### src/hw/rtl/biou_pkg.sv
// Shared constants and types for the box IoU match-cost block.
// No dependencies; imported by every module of the block.
`default_nettype none

package biou_pkg;

  // Field widths fixed by the word format.
  localparam int COORD_W   = 14;
  localparam int SIZE_IN_W = 12;
  localparam int AGE_W     = 8;

  // Defaults for the top-level parameters.
  localparam int SIZE_BITS_DEF = 12;
  localparam int COST_FRAC_DEF = 16;

  // Reset value of the stale age limit.
  localparam logic [AGE_W-1:0] STALE_LIMIT_RST = AGE_W'(1);

  // Flags that ride along with a pair through the pipeline.
  typedef struct packed {
    logic stale;       // track older than the limit
    logic zero_union;  // both boxes have zero area
  } biou_flags_t;

endpackage

`default_nettype wire

### src/hw/rtl/biou_front.sv
// Geometry front end: overlap per axis, three areas and the union, in four stages.
// Depends on biou_pkg.
`default_nettype none

module biou_front
  import biou_pkg::*;
#(
  parameter int SIZE_BITS = SIZE_BITS_DEF
) (
  input  wire logic                   clk,
  input  wire logic                   rst_n,
  input  wire logic                   in_valid,
  output logic                        in_ready,
  input  wire logic [COORD_W-1:0]     track_left,
  input  wire logic [COORD_W-1:0]     track_top,
  input  wire logic [SIZE_IN_W-1:0]   track_width,
  input  wire logic [SIZE_IN_W-1:0]   track_height,
  input  wire logic [COORD_W-1:0]     det_left,
  input  wire logic [COORD_W-1:0]     det_top,
  input  wire logic [SIZE_IN_W-1:0]   det_width,
  input  wire logic [SIZE_IN_W-1:0]   det_height,
  input  wire logic                   stale,
  output logic                        out_valid,
  input  wire logic                   out_ready,
  output logic [2*((SIZE_BITS < SIZE_IN_W) ? SIZE_BITS : SIZE_IN_W):0] union_area,
  output logic [2*((SIZE_BITS < SIZE_IN_W) ? SIZE_BITS : SIZE_IN_W):0] rem_init,
  output logic                        bring_bit,
  output biou_flags_t                 flags
);

  // Only the low size bits of each width and height take part.
  localparam int SW = (SIZE_BITS < SIZE_IN_W) ? SIZE_BITS : SIZE_IN_W;
  localparam int EW = COORD_W + 1;
  localparam int AW = 2 * SW;
  localparam int UW = AW + 1;

  logic v1_r, v2_r, v3_r, v4_r;
  logic r1, r2, r3, r4;

  assign r4       = !v4_r || out_ready;
  assign r3       = !v3_r || r4;
  assign r2       = !v2_r || r3;
  assign r1       = !v1_r || r2;
  assign in_ready = r1;

  // Stage 1: interval ends on each axis.
  logic signed [EW-1:0] tl_s, tt_s, dl_s, dt_s, tr_s, tb_s, dr_s, db_s;
  logic signed [EW-1:0] xlo_nxt, xhi_nxt, ylo_nxt, yhi_nxt;
  logic signed [EW-1:0] xlo_r, xhi_r, ylo_r, yhi_r;
  logic [SW-1:0]        tw1_r, th1_r, dw1_r, dh1_r;
  logic                 stale1_r;

  always_comb begin
    tl_s = $signed({track_left[COORD_W-1], track_left});
    tt_s = $signed({track_top[COORD_W-1], track_top});
    dl_s = $signed({det_left[COORD_W-1], det_left});
    dt_s = $signed({det_top[COORD_W-1], det_top});
    tr_s = tl_s + $signed({{(EW-SW){1'b0}}, track_width[SW-1:0]});
    tb_s = tt_s + $signed({{(EW-SW){1'b0}}, track_height[SW-1:0]});
    dr_s = dl_s + $signed({{(EW-SW){1'b0}}, det_width[SW-1:0]});
    db_s = dt_s + $signed({{(EW-SW){1'b0}}, det_height[SW-1:0]});
    xlo_nxt = (tl_s > dl_s) ? tl_s : dl_s;
    xhi_nxt = (tr_s < dr_s) ? tr_s : dr_s;
    ylo_nxt = (tt_s > dt_s) ? tt_s : dt_s;
    yhi_nxt = (tb_s < db_s) ? tb_s : db_s;
  end

  always_ff @(posedge clk) begin
    if (!rst_n) begin
      v1_r <= 1'b0;
    end else if (r1) begin
      v1_r <= in_valid;
    end
  end

  always_ff @(posedge clk) begin
    if (in_valid && r1) begin
      xlo_r    <= xlo_nxt;
      xhi_r    <= xhi_nxt;
      ylo_r    <= ylo_nxt;
      yhi_r    <= yhi_nxt;
      tw1_r    <= track_width[SW-1:0];
      th1_r    <= track_height[SW-1:0];
      dw1_r    <= det_width[SW-1:0];
      dh1_r    <= det_height[SW-1:0];
      stale1_r <= stale;
    end
  end

  // Stage 2: overlap lengths, clamped at zero. An overlap never exceeds
  // the narrower box, so it fits the size width.
  logic signed [EW-1:0] xd, yd;
  logic [SW-1:0]        ox_nxt, oy_nxt, ox_r, oy_r;
  logic [SW-1:0]        tw2_r, th2_r, dw2_r, dh2_r;
  logic                 stale2_r;

  always_comb begin
    xd     = xhi_r - xlo_r;
    yd     = yhi_r - ylo_r;
    ox_nxt = (xhi_r > xlo_r) ? xd[SW-1:0] : '0;
    oy_nxt = (yhi_r > ylo_r) ? yd[SW-1:0] : '0;
  end

  always_ff @(posedge clk) begin
    if (!rst_n) begin
      v2_r <= 1'b0;
    end else if (r2) begin
      v2_r <= v1_r;
    end
  end

  always_ff @(posedge clk) begin
    if (v1_r && r2) begin
      ox_r     <= ox_nxt;
      oy_r     <= oy_nxt;
      tw2_r    <= tw1_r;
      th2_r    <= th1_r;
      dw2_r    <= dw1_r;
      dh2_r    <= dh1_r;
      stale2_r <= stale1_r;
    end
  end

  // Stage 3: intersection and the two box areas.
  logic [AW-1:0] inter_r, area_t_r, area_d_r;
  logic          stale3_r;

  always_ff @(posedge clk) begin
    if (!rst_n) begin
      v3_r <= 1'b0;
    end else if (r3) begin
      v3_r <= v2_r;
    end
  end

  always_ff @(posedge clk) begin
    if (v2_r && r3) begin
      inter_r  <= ox_r * oy_r;
      area_t_r <= tw2_r * th2_r;
      area_d_r <= dw2_r * dh2_r;
      stale3_r <= stale2_r;
    end
  end

  // Stage 4: union, and the first partial remainder of the division.
  // The dividend is inter shifted up by the fraction bits; the bits above
  // the quotient are inter >> 1, and inter[0] is brought down first.
  logic [UW-1:0] uni_nxt, uni_r, rem_r;
  logic          bring_r;
  biou_flags_t   flags_r;

  assign uni_nxt = {1'b0, area_t_r} + {1'b0, area_d_r} - {1'b0, inter_r};

  always_ff @(posedge clk) begin
    if (!rst_n) begin
      v4_r <= 1'b0;
    end else if (r4) begin
      v4_r <= v3_r;
    end
  end

  always_ff @(posedge clk) begin
    if (v3_r && r4) begin
      uni_r              <= uni_nxt;
      rem_r              <= {2'b00, inter_r[AW-1:1]};
      bring_r            <= inter_r[0];
      flags_r.stale      <= stale3_r;
      flags_r.zero_union <= (uni_nxt == '0);
    end
  end

  assign out_valid  = v4_r;
  assign union_area = uni_r;
  assign rem_init   = rem_r;
  assign bring_bit  = bring_r;
  assign flags      = flags_r;

endmodule

`default_nettype wire

### src/hw/rtl/biou_div_cell.sv
// One restoring-division cell: brings down a dividend bit and yields one quotient bit.
// Depends on biou_pkg.
`default_nettype none

module biou_div_cell
  import biou_pkg::*;
#(
  parameter int UW = 2 * SIZE_BITS_DEF + 1,
  parameter int QW = COST_FRAC_DEF + 1
) (
  input  wire logic          clk,
  input  wire logic          rst_n,
  input  wire logic          in_valid,
  output logic               in_ready,
  input  wire logic [UW-1:0] in_rem,
  input  wire logic          in_bring,
  input  wire logic [UW-1:0] in_uni,
  input  wire logic [QW-1:0] in_quot,
  input  wire biou_flags_t   in_flags,
  output logic               out_valid,
  input  wire logic          out_ready,
  output logic [UW-1:0]      out_rem,
  output logic [UW-1:0]      out_uni,
  output logic [QW-1:0]      out_quot,
  output biou_flags_t        out_flags
);

  logic          valid_r;
  logic [UW:0]   trial;
  logic          take;
  logic [UW:0]   diff;
  logic [UW-1:0] rem_nxt, rem_r, uni_r;
  logic [QW-1:0] quot_r;
  biou_flags_t   flags_r;

  assign in_ready = !valid_r || out_ready;

  // Partial remainder stays below the divisor, so the difference fits.
  always_comb begin
    trial   = {in_rem, in_bring};
    take    = (trial >= {1'b0, in_uni});
    diff    = trial - {1'b0, in_uni};
    rem_nxt = take ? diff[UW-1:0] : trial[UW-1:0];
  end

  always_ff @(posedge clk) begin
    if (!rst_n) begin
      valid_r <= 1'b0;
    end else if (in_ready) begin
      valid_r <= in_valid;
    end
  end

  always_ff @(posedge clk) begin
    if (in_valid && in_ready) begin
      rem_r   <= rem_nxt;
      uni_r   <= in_uni;
      quot_r  <= {in_quot[QW-2:0], take};
      flags_r <= in_flags;
    end
  end

  assign out_valid = valid_r;
  assign out_rem   = rem_r;
  assign out_uni   = uni_r;
  assign out_quot  = quot_r;
  assign out_flags = flags_r;

endmodule

`default_nettype wire

### src/hw/rtl/box_iou_match_cost.sv
// Box IoU matching cost: top level with stream ports, config register and divider chain.
// Depends on biou_pkg, biou_front and biou_div_cell.
//
// Usage: the host streams (track box, detection box, track age) words on the
// in_ stream channel and gets one cost word per input word on the out_
// channel, in the same order. The cost is one minus IoU in unsigned fixed
// point with COST_FRACTION_BITS fraction bits; a track whose age is above
// the stale age limit gets a cost of one with out_tuser set.
// The stale age limit is written on the cfg_ channel, which is always ready;
// write it only while no word is in flight.
// A word passes through four geometry stages, one divider cell per quotient
// bit (COST_FRACTION_BITS + 1 cells) and the output register. Throughput is
// one word per cycle while the receiver keeps out_tready high.
// Every stage holds its own valid bit, so a stalled receiver only fills the
// pipeline: words keep being accepted until all stages are full, and nothing
// is dropped or repeated. Reset clears all valid bits and sets the stale age
// limit to 1.
`default_nettype none

module box_iou_match_cost
  import biou_pkg::*;
#(
  parameter int SIZE_BITS          = SIZE_BITS_DEF,
  parameter int COST_FRACTION_BITS = COST_FRAC_DEF
) (
  input  wire logic        clk,
  input  wire logic        rst_n,
  // Input words.
  input  wire logic        in_tvalid,
  output logic             in_tready,
  // From bit 0 up: track_left[14], track_top[14], track_width[12],
  // track_height[12], det_left[14], det_top[14], det_width[12],
  // det_height[12], frames_since_update[8].
  input  wire logic [111:0] in_tdata,
  // Result words.
  output logic             out_tvalid,
  input  wire logic        out_tready,
  // From bit 0 up: match_cost[COST_FRACTION_BITS+1], zero fill to a byte.
  output logic [((COST_FRACTION_BITS + 8) / 8) * 8 - 1:0] out_tdata,
  // Bit 0: cost_infinite.
  output logic             out_tuser,
  // Stale age limit writes.
  input  wire logic        cfg_valid,
  output logic             cfg_ready,
  input  wire logic [AGE_W-1:0] cfg_data
);

  localparam int SW    = (SIZE_BITS < SIZE_IN_W) ? SIZE_BITS : SIZE_IN_W;
  localparam int UW    = 2 * SW + 1;
  localparam int QW    = COST_FRACTION_BITS + 1;
  localparam int NCELL = QW;
  localparam int OW    = ((COST_FRACTION_BITS + 8) / 8) * 8;
  localparam logic [QW-1:0] COST_ONE = {1'b1, {COST_FRACTION_BITS{1'b0}}};

  // Configuration register.
  logic [AGE_W-1:0] stale_limit_r;

  assign cfg_ready = 1'b1;

  always_ff @(posedge clk) begin
    if (!rst_n) begin
      stale_limit_r <= STALE_LIMIT_RST;
    end else if (cfg_valid) begin
      stale_limit_r <= cfg_data;
    end
  end

  // Unpack the input word.
  logic [COORD_W-1:0]   track_left, track_top, det_left, det_top;
  logic [SIZE_IN_W-1:0] track_width, track_height, det_width, det_height;
  logic [AGE_W-1:0]     frames_since_update;
  logic                 stale_in;

  assign track_left          = in_tdata[13:0];
  assign track_top           = in_tdata[27:14];
  assign track_width         = in_tdata[39:28];
  assign track_height        = in_tdata[51:40];
  assign det_left            = in_tdata[65:52];
  assign det_top             = in_tdata[79:66];
  assign det_width           = in_tdata[91:80];
  assign det_height          = in_tdata[103:92];
  assign frames_since_update = in_tdata[111:104];
  assign stale_in            = (frames_since_update > stale_limit_r);

  // Links of the divider chain; link 0 comes from the front end.
  logic              lv   [NCELL+1];
  logic              lr   [NCELL+1];
  logic [UW-1:0]     lrem [NCELL+1];
  logic [UW-1:0]     luni [NCELL+1];
  logic [QW-1:0]     lquot[NCELL+1];
  biou_flags_t       lflg [NCELL+1];
  logic              bring0;

  assign lquot[0] = '0;

  biou_front #(
    .SIZE_BITS (SIZE_BITS)
  ) u_front (
    .clk          (clk),
    .rst_n        (rst_n),
    .in_valid     (in_tvalid),
    .in_ready     (in_tready),
    .track_left   (track_left),
    .track_top    (track_top),
    .track_width  (track_width),
    .track_height (track_height),
    .det_left     (det_left),
    .det_top      (det_top),
    .det_width    (det_width),
    .det_height   (det_height),
    .stale        (stale_in),
    .out_valid    (lv[0]),
    .out_ready    (lr[0]),
    .union_area   (luni[0]),
    .rem_init     (lrem[0]),
    .bring_bit    (bring0),
    .flags        (lflg[0])
  );

  // One cell per quotient bit, most significant first. Only the first cell
  // brings down a bit of the intersection (bit 0); the rest bring down zeros.
  for (genvar k = 0; k < NCELL; k++) begin : g_cell
    biou_div_cell #(
      .UW (UW),
      .QW (QW)
    ) u_cell (
      .clk       (clk),
      .rst_n     (rst_n),
      .in_valid  (lv[k]),
      .in_ready  (lr[k]),
      .in_rem    (lrem[k]),
      .in_bring  ((k == 0) ? bring0 : 1'b0),
      .in_uni    (luni[k]),
      .in_quot   (lquot[k]),
      .in_flags  (lflg[k]),
      .out_valid (lv[k+1]),
      .out_ready (lr[k+1]),
      .out_rem   (lrem[k+1]),
      .out_uni   (luni[k+1]),
      .out_quot  (lquot[k+1]),
      .out_flags (lflg[k+1])
    );
  end

  // Output register. The quotient never exceeds one since the intersection
  // never exceeds the union; a zero union or a stale track gives full cost.
  logic          out_v_r;
  logic [QW-1:0] cost_r, cost_nxt;
  logic          inf_r;
  logic          out_load;

  assign lr[NCELL] = !out_v_r || out_tready;
  assign out_load  = lv[NCELL] && lr[NCELL];
  assign cost_nxt  = (lflg[NCELL].stale || lflg[NCELL].zero_union)
                     ? COST_ONE : (COST_ONE - lquot[NCELL]);

  always_ff @(posedge clk) begin
    if (!rst_n) begin
      out_v_r <= 1'b0;
    end else if (lr[NCELL]) begin
      out_v_r <= lv[NCELL];
    end
  end

  always_ff @(posedge clk) begin
    if (out_load) begin
      cost_r <= cost_nxt;
      inf_r  <= lflg[NCELL].stale;
    end
  end

  // lrem of the last cell is the final remainder and is not needed.
  assign out_tvalid = out_v_r;
  assign out_tdata  = {{(OW-QW){1'b0}}, cost_r};
  assign out_tuser  = inf_r;

endmodule

`default_nettype wire
### config.mk
export PLATFORM = sky130hd
export DESIGN_NAME = box_iou_match_cost
export DESIGN_NICKNAME = d
export VERILOG_FILES = /design/src/hw/rtl/biou_pkg.sv /design/src/hw/rtl/biou_front.sv /design/src/hw/rtl/biou_div_cell.sv /design/src/hw/rtl/box_iou_match_cost.sv
export SDC_FILE = /design/constraint.sdc
export NUM_CORES = 2
export LEC_CHECK = 0
export BUFFER_PORTS_ARGS = -buffer_cell sky130_fd_sc_hd__buf_2
export CAP_MARGIN = 40
export CELL_PAD_IN_SITES_DETAIL_PLACEMENT = 0
export CELL_PAD_IN_SITES_GLOBAL_PLACEMENT = 2
export CORE_MARGIN = 1.5
export CORE_UTILIZATION = 45
export DETAILED_ROUTE_END_ITERATION = 16
export GPL_TIMING_DRIVEN = 0
export PLACE_DENSITY_LB_ADDON = 0.1
export REMOVE_ABC_BUFFERS = 1
export SYNTH_ARGS = -nofsm -noshare
export SYNTH_HDL_FRONTEND = slang
export SYNTH_SLANG_ARGS = --single-unit
### constraint.sdc
create_clock -name clk -period 17.3 [get_ports clk]
set_input_delay 0.865 -clock clk [delete_from_list [all_inputs] [get_ports clk]]
set_output_delay 0.865 -clock clk [all_outputs]
set_load 0.02 [all_outputs]
; ---- Word-level counts from Yosys, hierarchy flattened
; Index checks and enable logic that the tools add are counted.
[word_totals]
ff_bits = 1341
inputBits = 125
word_cells = 289
[op_classes]
n_reduce_logical = 68
n_mux = 20
multipliers = 3
n_addsub = 25
magnitude_cmp = 24
[ops]
columns = operator, n
row1 = $ge 26x25->1, 16
row2 = $mux 25, 15
row3 = $sub 25x25->25, 15
row4 = $mul 12x12->24, 3
row5 = $add 14x13->15, 4
row6 = $mux 15, 4
row7 = $gt 15x15->1, 2
row8 = $lt 15x15->1, 2
row9 = $gt 14x14->1, 2
row10 = $add 24x24->25, 1
row11 = $ge 24x25->1, 1
row12 = $logic_not 25->1, 1
row13 = $sub 24x25->25, 1
row14 = $sub 25x24->25, 1
row15 = $mux 24, 1
row16 = $sub 12x12->12, 2
row17 = $logic_or 1x1->1, 23
row18 = $logic_and 1x1->1, 22
row19 = $logic_not 1->1, 22
row20 = $sub 17x17->17 const A, 1
row21 = $gt 8x8->1, 1

; ---- Logic depth before layout (Yosys ltp)
[logic_depth]
word_depth = 24
depth_mapped = 23
depth_no_buf = 22

; ---- Modules after synthesis
; A second synthesis with hierarchy kept.
[hier_totals]
hier_cells = 8541
area_unflattened_um2 = 98175.4
[by_module_without_submodules]
columns = mod, seq_area_each_um2, cells_each, area_each_um2, n_inst
row1 = biou_div_cell (g_cell[0].u_cell ...), 2092.0, 313, 3871.2, 14
row2 = biou_front, 9208.8, 3038, 30820.8, 1
row3 = biou_div_cell (g_cell[15].u_cell ...), 2092.0, 320, 3764.9, 2
row4 = biou_div_cell (g_cell[1].u_cell), 2092.0, 332, 4078.9, 1
row5 = box_iou_match_cost, 720.7, 149, 1549.0, 1

; ---- Least setup slack after synthesis
; OpenSTA, ideal clock, no wires.
[synth_path]
path_kind = input to register
start = in out_tready
end = reg g_cell[8].u_cell.flags_r, in the netlist g_cell[8].u_cell.out_flags[0] (enable)
t_arrival_ns = 6.193
path_slack_ns = 10.534
path_stages = 7
t_required_ns = 16.727
setup_ns = 0.573
path_cell_list = nor2b_1 -> and3_1 -> and3_1 -> and2_1 -> nand2_1 -> nor2_1 -> a21boi_0
[synth_between]
elab_chain_cells = 11
[synth_lines]
columns = item, line_no
row1 = "start, declared", box_iou_match_cost.sv:37  ; input wire logic out_tready,
row2 = $logic_or 1x1->1, box_iou_match_cost.sv:152  ; assign lr[NCELL] = !out_v_r || out_tready;
row3 = $logic_or 1x1->1 (9 in a row), biou_div_cell.sv:36  ; assign in_ready = !valid_r || out_ready;
row4 = $logic_and 1x1->1, biou_div_cell.sv:55  ; if (in_valid && in_ready) begin
row5 = "end signal, assigned", biou_div_cell.sv:59  ; flags_r <= in_flags;
row6 = "end, declared", biou_div_cell.sv:34  ; biou_flags_t flags_r;
; No other way between the ends.
; A chain may end at the register's enable or synchronous reset.

; ---- Final worst setup path
[layout_path]
start = reg u_front.oy_r[4]
end = reg u_front.inter_r[22], data pin
[layout_between]
elab_chain_cells = 1
[layout_lines]
columns = item, line_no
row1 = "start, declared", biou_front.sv:93  ; logic [SW-1:0] ox_nxt, oy_nxt, ox_r, oy_r;
row2 = "start signal, assigned", biou_front.sv:115  ; oy_r <= oy_nxt;
row3 = $mul 12x12->24, biou_front.sv:138  ; inter_r <= ox_r * oy_r;
row4 = "end signal, assigned", biou_front.sv:138
row5 = "end, declared", biou_front.sv:125  ; logic [AW-1:0] inter_r, area_t_r, area_d_r;
; No other way between the ends.

==> out/qor.txt <==
number of library cell types mapped by synthesis -> 80
non-filler cells, final -> 10700
final hold viol count -> 0
worst skew pair latency -> 0.82 ns
Hold WC Path Type -> primary input to flop
asr flop ratio synth -> 0%
post-CTS setup buffer count -> 0
DIE WIDTH -> 442 µm
P_sw -> 2.91 mW
port bufs -> 144
max_cap viols -> 0
fmax -> 0.143 GHz
Ys Warns -> 0
Critical Path RT -> 17.81 ns
grt ovf -> 0
commonest cells after routing, fill and taps aside -> 1309 x edfxtp_1, 1163 x inv_1, 777 x ha_1
Final Max Slew Viols -> 0
DP Worst Slack -> 10.31 ns
EDFF count, synth -> 1309
fillers -> 17300
WL/cell -> 19.2 µm
Area Overhead vs Synth -> 11.7%
Pint -> 6.72 mW
Pre-antenna DRT Iters -> 7
cts bufs inserted -> 156
share of layout cells above drive strength 1 -> 8.64%
Tmin final -> 6.98 ns
clock network power share -> 35.5%
WHS -> 0.275 ns
I/O pin count -> 153
Worst slew margin -> 36.7%
Area after DPL -> 91500 µm²
most congested layer reported by global routing -> met2
Final ANT Viol Nets -> 0
CTS tree -> built
Die Ht -> 442 µm
post-route setup TNS -> 0 ns
Post-Syn Area per Cell -> 11.0 µm²
final instance area -> 96900 µm²
utilization after layout -> 50.4%
CP arrival -> 7.48 ns
met3 Use GR -> 2.90%
clock buffer depth -> 3
Tcrit/Tclk final -> 40.3%
area of the die -> 196000 µm²
Worst Skew -> 0.0758 ns
Sw Ratio -> 30.2%
Startpoint Class -> flop
RSZ-0062 raised after global routing -> no
clk sinks -> 1339
setup slack after layout -> 10.32 ns
Slew @ Worst Pin -> 0.938 ns
Post-route DRC -> 0
peak fanout along the critical path -> 12
sequential fraction of design power -> 40.1%
top cell type's share of synthesized area -> 45.3%
most common cell after layout, fill and taps aside -> edfxtp_1
initial antenna violation count -> 9
global routing usage on met2 -> 35.8%
final net count -> 9318
pin count of the biggest net entering global routing -> 63
vias per std cell -> 5.26
Comb pwr share -> 24.5%
first-pass GRT wire length -> 324 mm
top cells by area, synth -> edfxtp_1 45%, ha_1 11%, fa_1 8.0%, inv_1 5.0%, xnor2_1 2.8%
synthesized flop and latch total -> 1339
CTS Root Cell -> clkbuf_16
placed insts -> 10400
Core Rows -> 161
vias -> 56400
top_reg_cell synth -> edfxtp_1
Post-Synthesis Cells -> 7866
crit path kind -> flop to flop
RD Place Congestion -> 0.845
WL final -> 206 mm
Overall Power -> 9.64 mW
Core Area -> 192000 µm²
detailed placement HPWL -> 164 mm
vias in the first global route -> 56700
post-synth top area cell -> edfxtp_1
mapped cell area -> 86800 µm²
Lkg Pwr -> 40.8 nW
grt met1 use -> 28.1%
register area share after synthesis -> 46.0%
hold_buf cts -> 0
Starting Density -> 45.2%
initial drt markers -> 3363
worst ir drop on vdd -> 0.000101 V
PostCTS Resize Cnt -> 0
Worst setup EP type -> flop
GR Util All Layers -> 21.2%
Pwr Density -> 99.4 nW/µm²
status -> complete, no violations
Clock transition at path regs -> 0.06 ns
setup violators final -> 0
H-Tree Depth -> 4
final cells by class:
cell class                 instances  area (µm²)  area share [%]
clock inverter                   116        1400            1.44
inverter                        1163        4370            4.50
tap                             2526        3160            3.26
antenna                            3        7.51         0.00774
timing repair buffer             203        1900            1.96
sequential                      1339       39900            41.2
multi-input combinational       5207       42200            43.5
clock buffer                     174        3990            4.12
flip-flops by register name, summed over array words and instances (netlist names), 17 cells and up:
| signal | flops |
|---|---|
| u_front.rem_init | 23 |
| u_front.union_area | 25 |
| cost_r | 17 |
| g_cell.u_cell.out_uni | 400 |
| u_front.inter_r | 24 |
| g_cell.u_cell.out_valid | 17 |
| g_cell.u_cell.out_rem | 400 |
| g_cell.u_cell.out_flags | 34 |
| u_front.area_t_r | 24 |
| u_front.area_d_r | 24 |
| g_cell.u_cell.out_quot | 153 |
synth_stat cells, types with 15 or more instances:
cell	instances
and2_1	202
o31ai_1	32
nand2_1	603
a21boi_0	35
nor4_1	29
nor2_1	379
nand2b_1	84
a211oi_1	39
nand4_1	60
nand3_1	107
inv_1	1163
clkbuf_1	145
a31oi_1	50
ha_1	777
a21o_1	205
o21bai_1	54
mux2_2	197
or2_2	19
o211ai_1	31
o21ai_0	352
xnor2_1	280
or3_1	35
mux2i_1	40
a21oi_1	471
edfxtp_1	1309
xor2_1	173
fa_1	346
o21a_1	92
or4_1	15
nor2b_1	115
dfxtp_1	30
nor3_1	107
and3_1	51
final timing paths:
path,start,end,slack [ns],depth (start not counted)
worst min register to register,g_cell[11].u_cell.out_quot[2],g_cell[12].u_cell.out_quot[3],0.41,0
worst max register to register,u_front.oy_r[4],u_front.inter_r[22],10.32,19
worst min-delay path,in_tdata[80],u_front.dw1_r[0],0.27,1
worst max-delay path,u_front.oy_r[4],u_front.inter_r[22],10.32,19
cell families after synthesis:
logic type / after synthesis / share of synthesized area (%)
compound gates: 1530 / 11.1
xor+xnor: 453 / 4.57
fa+ha+maj: 1123 / 19.2
buf+inv: 1326 / 5.77
flops: 1339 / 46.0
mux: 237 / 3.02
other cells: 2 / 0.00865
simple gates: 1856 / 10.4
critical path, cell delays in order (launching register included):
cell	delay, ns
edfxtp_1	0.77
nand2_1	0.16
fa_1	0.53
fa_1	0.51
inv_1	0.04
ha_1	0.32
fa_1	0.54
inv_1	0.06
fa_1	0.54
inv_1	0.05
ha_1	0.33
o21a_1	0.21
a21boi_0	0.14
o41ai_1	0.73
o211ai_1	0.24
a31oi_1	0.32
nor2b_1	0.09
o21a_1	0.19
o41a_1	0.33
xnor2_1	0.59
power by group through the flow:
stage / logic, mW / registers, mW / clock network (mW)
3_5_place_dp: 2.36 / 3.93 / 0
2_1_floorplan: 1.74 / 3.85 / 0
5_1_grt: 2.71 / 3.87 / 3.64
4_1_cts: 2.39 / 3.87 / 3.51
6_report: 2.36 / 3.86 / 3.42
3_3_place_gp: 2.35 / 3.94 / 0
metal layers:
metal,up-vias,wire length [µm]
li1,27900,-
met1,27300,93300
met2,835,99400
met3,290,7090
met4,2,6680
met5,-,13
No activity file was read; power rests on OpenSTA's default activity.
